<file path="config.mk">
export PLATFORM = sky130hd
export DESIGN_NAME = afme_affine
export DESIGN_NICKNAME = d
export VERILOG_FILES = /design/src/rtl/affine_footprint_mask_engine_unit_assert.svh /design/src/rtl/afme_pkg.sv /design/src/rtl/afme_affine.sv
export SDC_FILE = /design/constraint.sdc
export NUM_CORES = 1
export LEC_CHECK = 0
export BUFFER_PORTS_ARGS = -buffer_cell sky130_fd_sc_hd__buf_4
export CAP_MARGIN = 20
export CORE_ASPECT_RATIO = 2
export CORE_UTILIZATION = 33
export CTS_CLUSTER_SIZE = 25
export DETAILED_ROUTE_END_ITERATION = 10
export SLEW_MARGIN = 25
export SYNTH_ARGS = -nofsm -noshare
export SYNTH_HDL_FRONTEND = slang
export SYNTH_SLANG_ARGS = --single-unit
export TNS_END_PERCENT = 100
</file>
<file path="constraint.sdc">
create_clock -name clk -period 5 [get_ports clk]
set_input_delay 0.75 -clock clk [delete_from_list [all_inputs] [get_ports clk]]
set_output_delay 0.75 -clock clk [all_outputs]
set_load 0.01 [all_outputs]
</file>
<file path="src/rtl/affine_footprint_mask_engine_unit_assert.svh">
// Assertion macros for the affine footprint mask engine.
`ifndef AFFINE_FOOTPRINT_MASK_ENGINE_UNIT_ASSERT_SVH
`define AFFINE_FOOTPRINT_MASK_ENGINE_UNIT_ASSERT_SVH
// Same-cycle implication, checked out of reset.
`define AFME_ASSERT_IMPL(lbl, ante, cons, msg) \
  lbl: assert property (@(posedge clk) disable iff (rst) (ante) |-> (cons)) \
    else $error(msg);
// Next-cycle implication, checked out of reset.
`define AFME_ASSERT_NEXT(lbl, ante, cons, msg) \
  lbl: assert property (@(posedge clk) disable iff (rst) (ante) |=> (cons)) \
    else $error(msg);
`endif

</file>
<file path="src/rtl/afme_pkg.sv">
// Shared types, constants and helpers for the affine footprint mask engine.
package afme_pkg;

  localparam int MASK_WIDTH  = 52;
  localparam int MASK_HEIGHT = 44;
  localparam int FULL_WIDTH  = 104;
  localparam int FULL_HEIGHT = 88;
  localparam int FIX_ONE     = 256;

  localparam int COEF_W = 32;
  localparam int CNT_W  = 14;
  localparam int PCT_W  = 7;
  localparam int IDX_W  = 7;
  localparam int BIT_W  = IDX_W + 3;

  // Packed half-resolution map
  localparam int MAP_W    = MASK_WIDTH / 2;
  localparam int MAP_H    = MASK_HEIGHT / 2;
  localparam int MAP_BITS = MAP_W * MAP_H;
  localparam logic [BIT_W-1:0] LRECIP = BIT_W'((1 << BIT_W) / MAP_W);

  // Grid walk counters cover the larger grid
  localparam int GRID_W_MAX = (FULL_WIDTH > MASK_WIDTH) ? FULL_WIDTH : MASK_WIDTH;
  localparam int GRID_H_MAX = (FULL_HEIGHT > MASK_HEIGHT) ? FULL_HEIGHT : MASK_HEIGHT;
  localparam int XW     = $clog2(GRID_W_MAX);
  localparam int YW     = $clog2(GRID_H_MAX);
  localparam int ROW_AW = $clog2(MASK_HEIGHT);
  localparam int COL_W  = $clog2(MASK_WIDTH);

  // Affine accumulators hold the exact image
  localparam int ACC_W = COEF_W + XW + YW + 2;
  localparam logic signed [ACC_W-1:0] MASK_BX = ACC_W'((MASK_WIDTH - 1) * FIX_ONE);
  localparam logic signed [ACC_W-1:0] MASK_BY = ACC_W'((MASK_HEIGHT - 1) * FIX_ONE);
  localparam logic signed [ACC_W-1:0] FULL_BX = ACC_W'((FULL_WIDTH - 1) * FIX_ONE);
  localparam logic signed [ACC_W-1:0] FULL_BY = ACC_W'((FULL_HEIGHT - 1) * FIX_ONE);

  // Percent by reciprocal multiply with one correction
  localparam int MASK_CELLS = MASK_WIDTH * MASK_HEIGHT;
  localparam int PCT_SCALE  = 100;
  localparam int PROD_W     = $clog2(MASK_CELLS * PCT_SCALE + 1);
  localparam logic [PROD_W-1:0] PRECIP = PROD_W'((1 << PROD_W) / MASK_CELLS);

  typedef enum logic [1:0] {
    FN_LOAD   = 2'd0,
    FN_REMOVE = 2'd1,
    FN_AREA   = 2'd2,
    FN_FULL   = 2'd3
  } func_t;

  typedef enum logic [3:0] {
    ST_IDLE,
    ST_LDIV1,
    ST_LDIV2,
    ST_LREAD,
    ST_LWRITE,
    ST_RREAD,
    ST_CELLS,
    ST_RWRITE,
    ST_PCT1,
    ST_PCT2,
    ST_PCT3,
    ST_DONE
  } state_t;

  // Walk control from sequencer to affine unit
  typedef struct packed {
    logic start;
    logic step;
    logic next_row;
    logic full;
  } afme_walk_t;

  function automatic logic signed [ACC_W-1:0] sext_coef(input logic [COEF_W-1:0] v);
    return {{(ACC_W - COEF_W){v[COEF_W-1]}}, v};
  endfunction

endpackage

</file>
<file path="src/rtl/afme_affine.sv">
// Incremental affine image of the walked grid point and its bounds test.
module afme_affine import afme_pkg::*; (
  input  logic              clk,
  input  afme_walk_t        walk,
  input  logic [COEF_W-1:0] scale_xx,
  input  logic [COEF_W-1:0] scale_xy,
  input  logic [COEF_W-1:0] offset_x,
  input  logic [COEF_W-1:0] scale_yx,
  input  logic [COEF_W-1:0] scale_yy,
  input  logic [COEF_W-1:0] offset_y,
  output logic              in_b
);

  logic signed [ACC_W-1:0] cxx, cxy, cyx, cyy;
  logic signed [ACC_W-1:0] mx, my, mx_row, my_row;
  logic                    full_r;
  logic signed [ACC_W-1:0] bx, by;

  // Coefficient latch and running sums
  always_ff @(posedge clk) begin
    if (walk.start) begin
      cxx    <= sext_coef(scale_xx);
      cxy    <= sext_coef(scale_xy);
      cyx    <= sext_coef(scale_yx);
      cyy    <= sext_coef(scale_yy);
      mx     <= sext_coef(offset_x);
      my     <= sext_coef(offset_y);
      mx_row <= sext_coef(offset_x);
      my_row <= sext_coef(offset_y);
      full_r <= walk.full;
    end else if (walk.next_row) begin
      mx_row <= mx_row + cxy;
      my_row <= my_row + cyy;
      mx     <= mx_row + cxy;
      my     <= my_row + cyy;
    end else if (walk.step) begin
      mx <= mx + cxx;
      my <= my + cyx;
    end
  end

  // Bounds of the grid being walked
  always_comb begin
    bx   = full_r ? FULL_BX : MASK_BX;
    by   = full_r ? FULL_BY : MASK_BY;
    in_b = !mx[ACC_W-1] && (mx <= bx) && !my[ACC_W-1] && (my <= by);
  end

endmodule

</file>
==> metrics.cfg <==
[outcome]
status = complete, no violations

[drt]
firstDrtPassIters = 5
viasPerCell = 5.594
drc = 0
wire_per_inst_um = 24.33
routed_wl_um = 81620
drtIter0Drc = 1192
vias = 18760
ant_nets = 0

[floorplan]
io_pins = 198
core_area_um2 = 66900
die_w_um = 186.1
die_area_um2 = 68880
chipHeight_um = 370.2
start_util_pct = 33.43
row_count = 134

[cts]
ctsResizeCount = 0
clock_sinks = 321
worstSkewPairLatency_ps = 600
cts_post_setup_buffers_inserted = 0
cts_tree = done
htree_levels = 2
clockRootBuffer = clkbuf_16
numCtsBuffers = 36
cts_max_path_buffers = 3
clk_pin_slew_ps = 70
postCtsHoldBufs = 0

[yosys]
netlist_area_um2 = 22370
synthArstFlopShare_pct = 0
ys_ff_latch = 321
synth-edff-count = 321
synth_flop_cell = edfxtp_1
synth_cell_types = 84
synth_top_area_share_pct = 43.10
synth-seq-area-share_pct = 43.10
syn_inst = 2264
synth_fp_nets = 2661
syn_avg_cell_area_um2 = 9.879
synthTopCellsByArea = edfxtp_1 43%, ha_1 11%, a21oi_1 5.9%
synth_top_cell_by_area = edfxtp_1
yosysWarnings = 0

[placed_design]
dp_hpwl_um = 64370
pre_cts_slack_ps = 956.6
numPortBuffers = 197
gp_congestion = 0.9435
place_inst = 3295

[min_path]
hold_depth = 1
hold_path_class = in2reg

[power_and_ir_drop]
peakVddDrop_uv = 292.7
power.density_nw_per_um2 = 544.0
p_leak_nw = 10.72

[setup_path]
worstSetupPathType = reg2out
worstRegToRegCells = 15
startpoint_type = flop
cpMostUsedCell = buf_4
worstPathArrival_ps = 3630
cp_data_required_time_ps = 4250
path_buf_inv = 2
cp_cell_sequence = nor4_1 > nand4_1 > or4_1 > a2111oi_0 > buf_4 > buf_4
cp.depth = 6
cp_top_family = simple AND/OR/NAND/NOR gates
slowest_delay_ps = 760
slowest_stage = a2111oi_0
critPathMaxFanout = 2
crit_path_end_kind = primary output

[timing]
max_freq_mhz = 228.4
fin_skew_ps = 37.50
finalHoldViolations = 0
fin_ws_ps = 620.9
rsz0062_at_grt = false
min_period_over_period_pct = 87.58
drv_slew = 0
period_needed_ps = 4379
max_slew_margin_pct = 24.96
tns_ps = 0
tightestPinTransition_ps = 1114
setup_viol = 0

[global_routing]
antenna_found_initial = 3
grt_max_degree = 93
grt_pass1_wl_um = 119600
gr-usage-all-layers_pct = 23.89
overflow = 0
grt_pass1_vias = 19560

[cells_and_area]
syn_to_final_growth_pct = 16.46
finalNonFillerCells = 3354
layout-drive-gt1-share_pct = 13.77
final_common_cell = edfxtp_1
finish.utilization_pct = 38.94
num-nets-final = 2846
final_cell_mix = 321 x edfxtp_1, 263 x a21oi_1, 227 x buf_4

[run]
maxCapViolCount = 0

-- cell usage after synthesis (6+ instances only) --
| library cell | number |
|---|---|
| a221oi_1 | 10 |
| and3_1 | 18 |
| inv_1 | 78 |
| xor2_1 | 64 |
| a21oi_2 | 6 |
| mux2_2 | 19 |
| clkbuf_1 | 69 |
| or3_1 | 6 |
| and2_1 | 8 |
| nand4_1 | 30 |
| buf_1 | 10 |
| o2111ai_1 | 6 |
| o21ai_1 | 12 |
| o21bai_1 | 29 |
| nor3b_1 | 6 |
| a21oi_1 | 263 |
| o21ai_0 | 166 |
| ha_1 | 196 |
| o31ai_1 | 7 |
| nor2b_1 | 25 |
| nor4_1 | 24 |
| nand2b_1 | 35 |
| nand3_1 | 37 |
| a211oi_1 | 28 |
| nor3_1 | 19 |
| nor2_1 | 144 |
| or2_2 | 6 |
| edfxtp_1 | 321 |
| xnor2_1 | 108 |
| a21o_1 | 122 |
| a31oi_1 | 36 |
| o211ai_1 | 20 |
| o21a_1 | 17 |
| nand2_1 | 221 |
-- worst paths after layout --
path	startpoint	end	slack, ps
hold reg to reg	mx_row[0]	mx_row[0]	760
hold / removal	scale_yy[2]	cyy[2]	320
setup reg to reg	cyy[0]	my[44]	930
setup / recovery	my[47]	in_b	620
-- sequential cells by signal (all words and copies together), names as in the netlist --
register,flops
mx,48
mx_row,48
my,48
my_row,48
cxx,32
cxy,32
cyx,32
cyy,32
full_r,1
-- power breakdown --
part	internal, mW	switching, mW
Sequential	3.75	0.421
Clock	1.53	1.19
Combinational	2.77	4.51
Total	8.05	6.12
-- kinds of logic after synthesis --
group | count (synthesis) | synth area share, %
flip-flops | 321 | 43.10
AND/OR/NAND/NOR | 593 | 12.41
AO/OA/AOI/OAI | 793 | 22.56
buffers and inverters | 162 | 2.736
multiplexers | 23 | 1.136
XOR/XNOR | 172 | 6.736
adder cells (fa/ha/maj) | 200 | 11.32
-- cell type report --
type                    count  area, um^2
repair buffers            229        1739
fillers                  6650       40850
diodes                      1       2.502
clock inverters            14       152.6
inverters                  80       302.8
flip-flops and latches    321        9639
clock buffers              44       973.4
multi-input cells        1781       12130
well taps                 884        1106
-- worst register-to-register path, cell delays in order, from the launching register on --
cell	delay, ps
edfxtp_1	330
ha_1	200
inv_1	70
fa_1	390
nand2b_1	190
a21oi_1	270
o211ai_1	210
a21oi_1	230
o211ai_1	140
a31oi_1	370
a41oi_2	250
nor2_1	210
a21oi_1	150
o2111ai_1	210
nor4b_1	410
a221oi_1	140
-- metal layers --
layer / GRT usage, % / share of wire (%)
met5: 0 / 0.020
met4: 21.14 / 10
met3: 3.372 / 4.4
met2: 44.84 / 53
met1: 21.84 / 32
-- through the flow --
stage / hold WS, ps / power, mW / cell area [um^2]
2_1_floorplan: 681.9 / 8.958 / 22370
3_3_place_gp: 754.5 / 11.32 / 24910
3_5_place_dp: 737.3 / 11.39 / 24920
4_1_cts: 299.0 / 14.19 / 26050
5_1_grt: 311.9 / 14.96 / 26050
6_report: 323.9 / 14.17 / 26050
No activity file was read; power rests on OpenSTA's default activity.
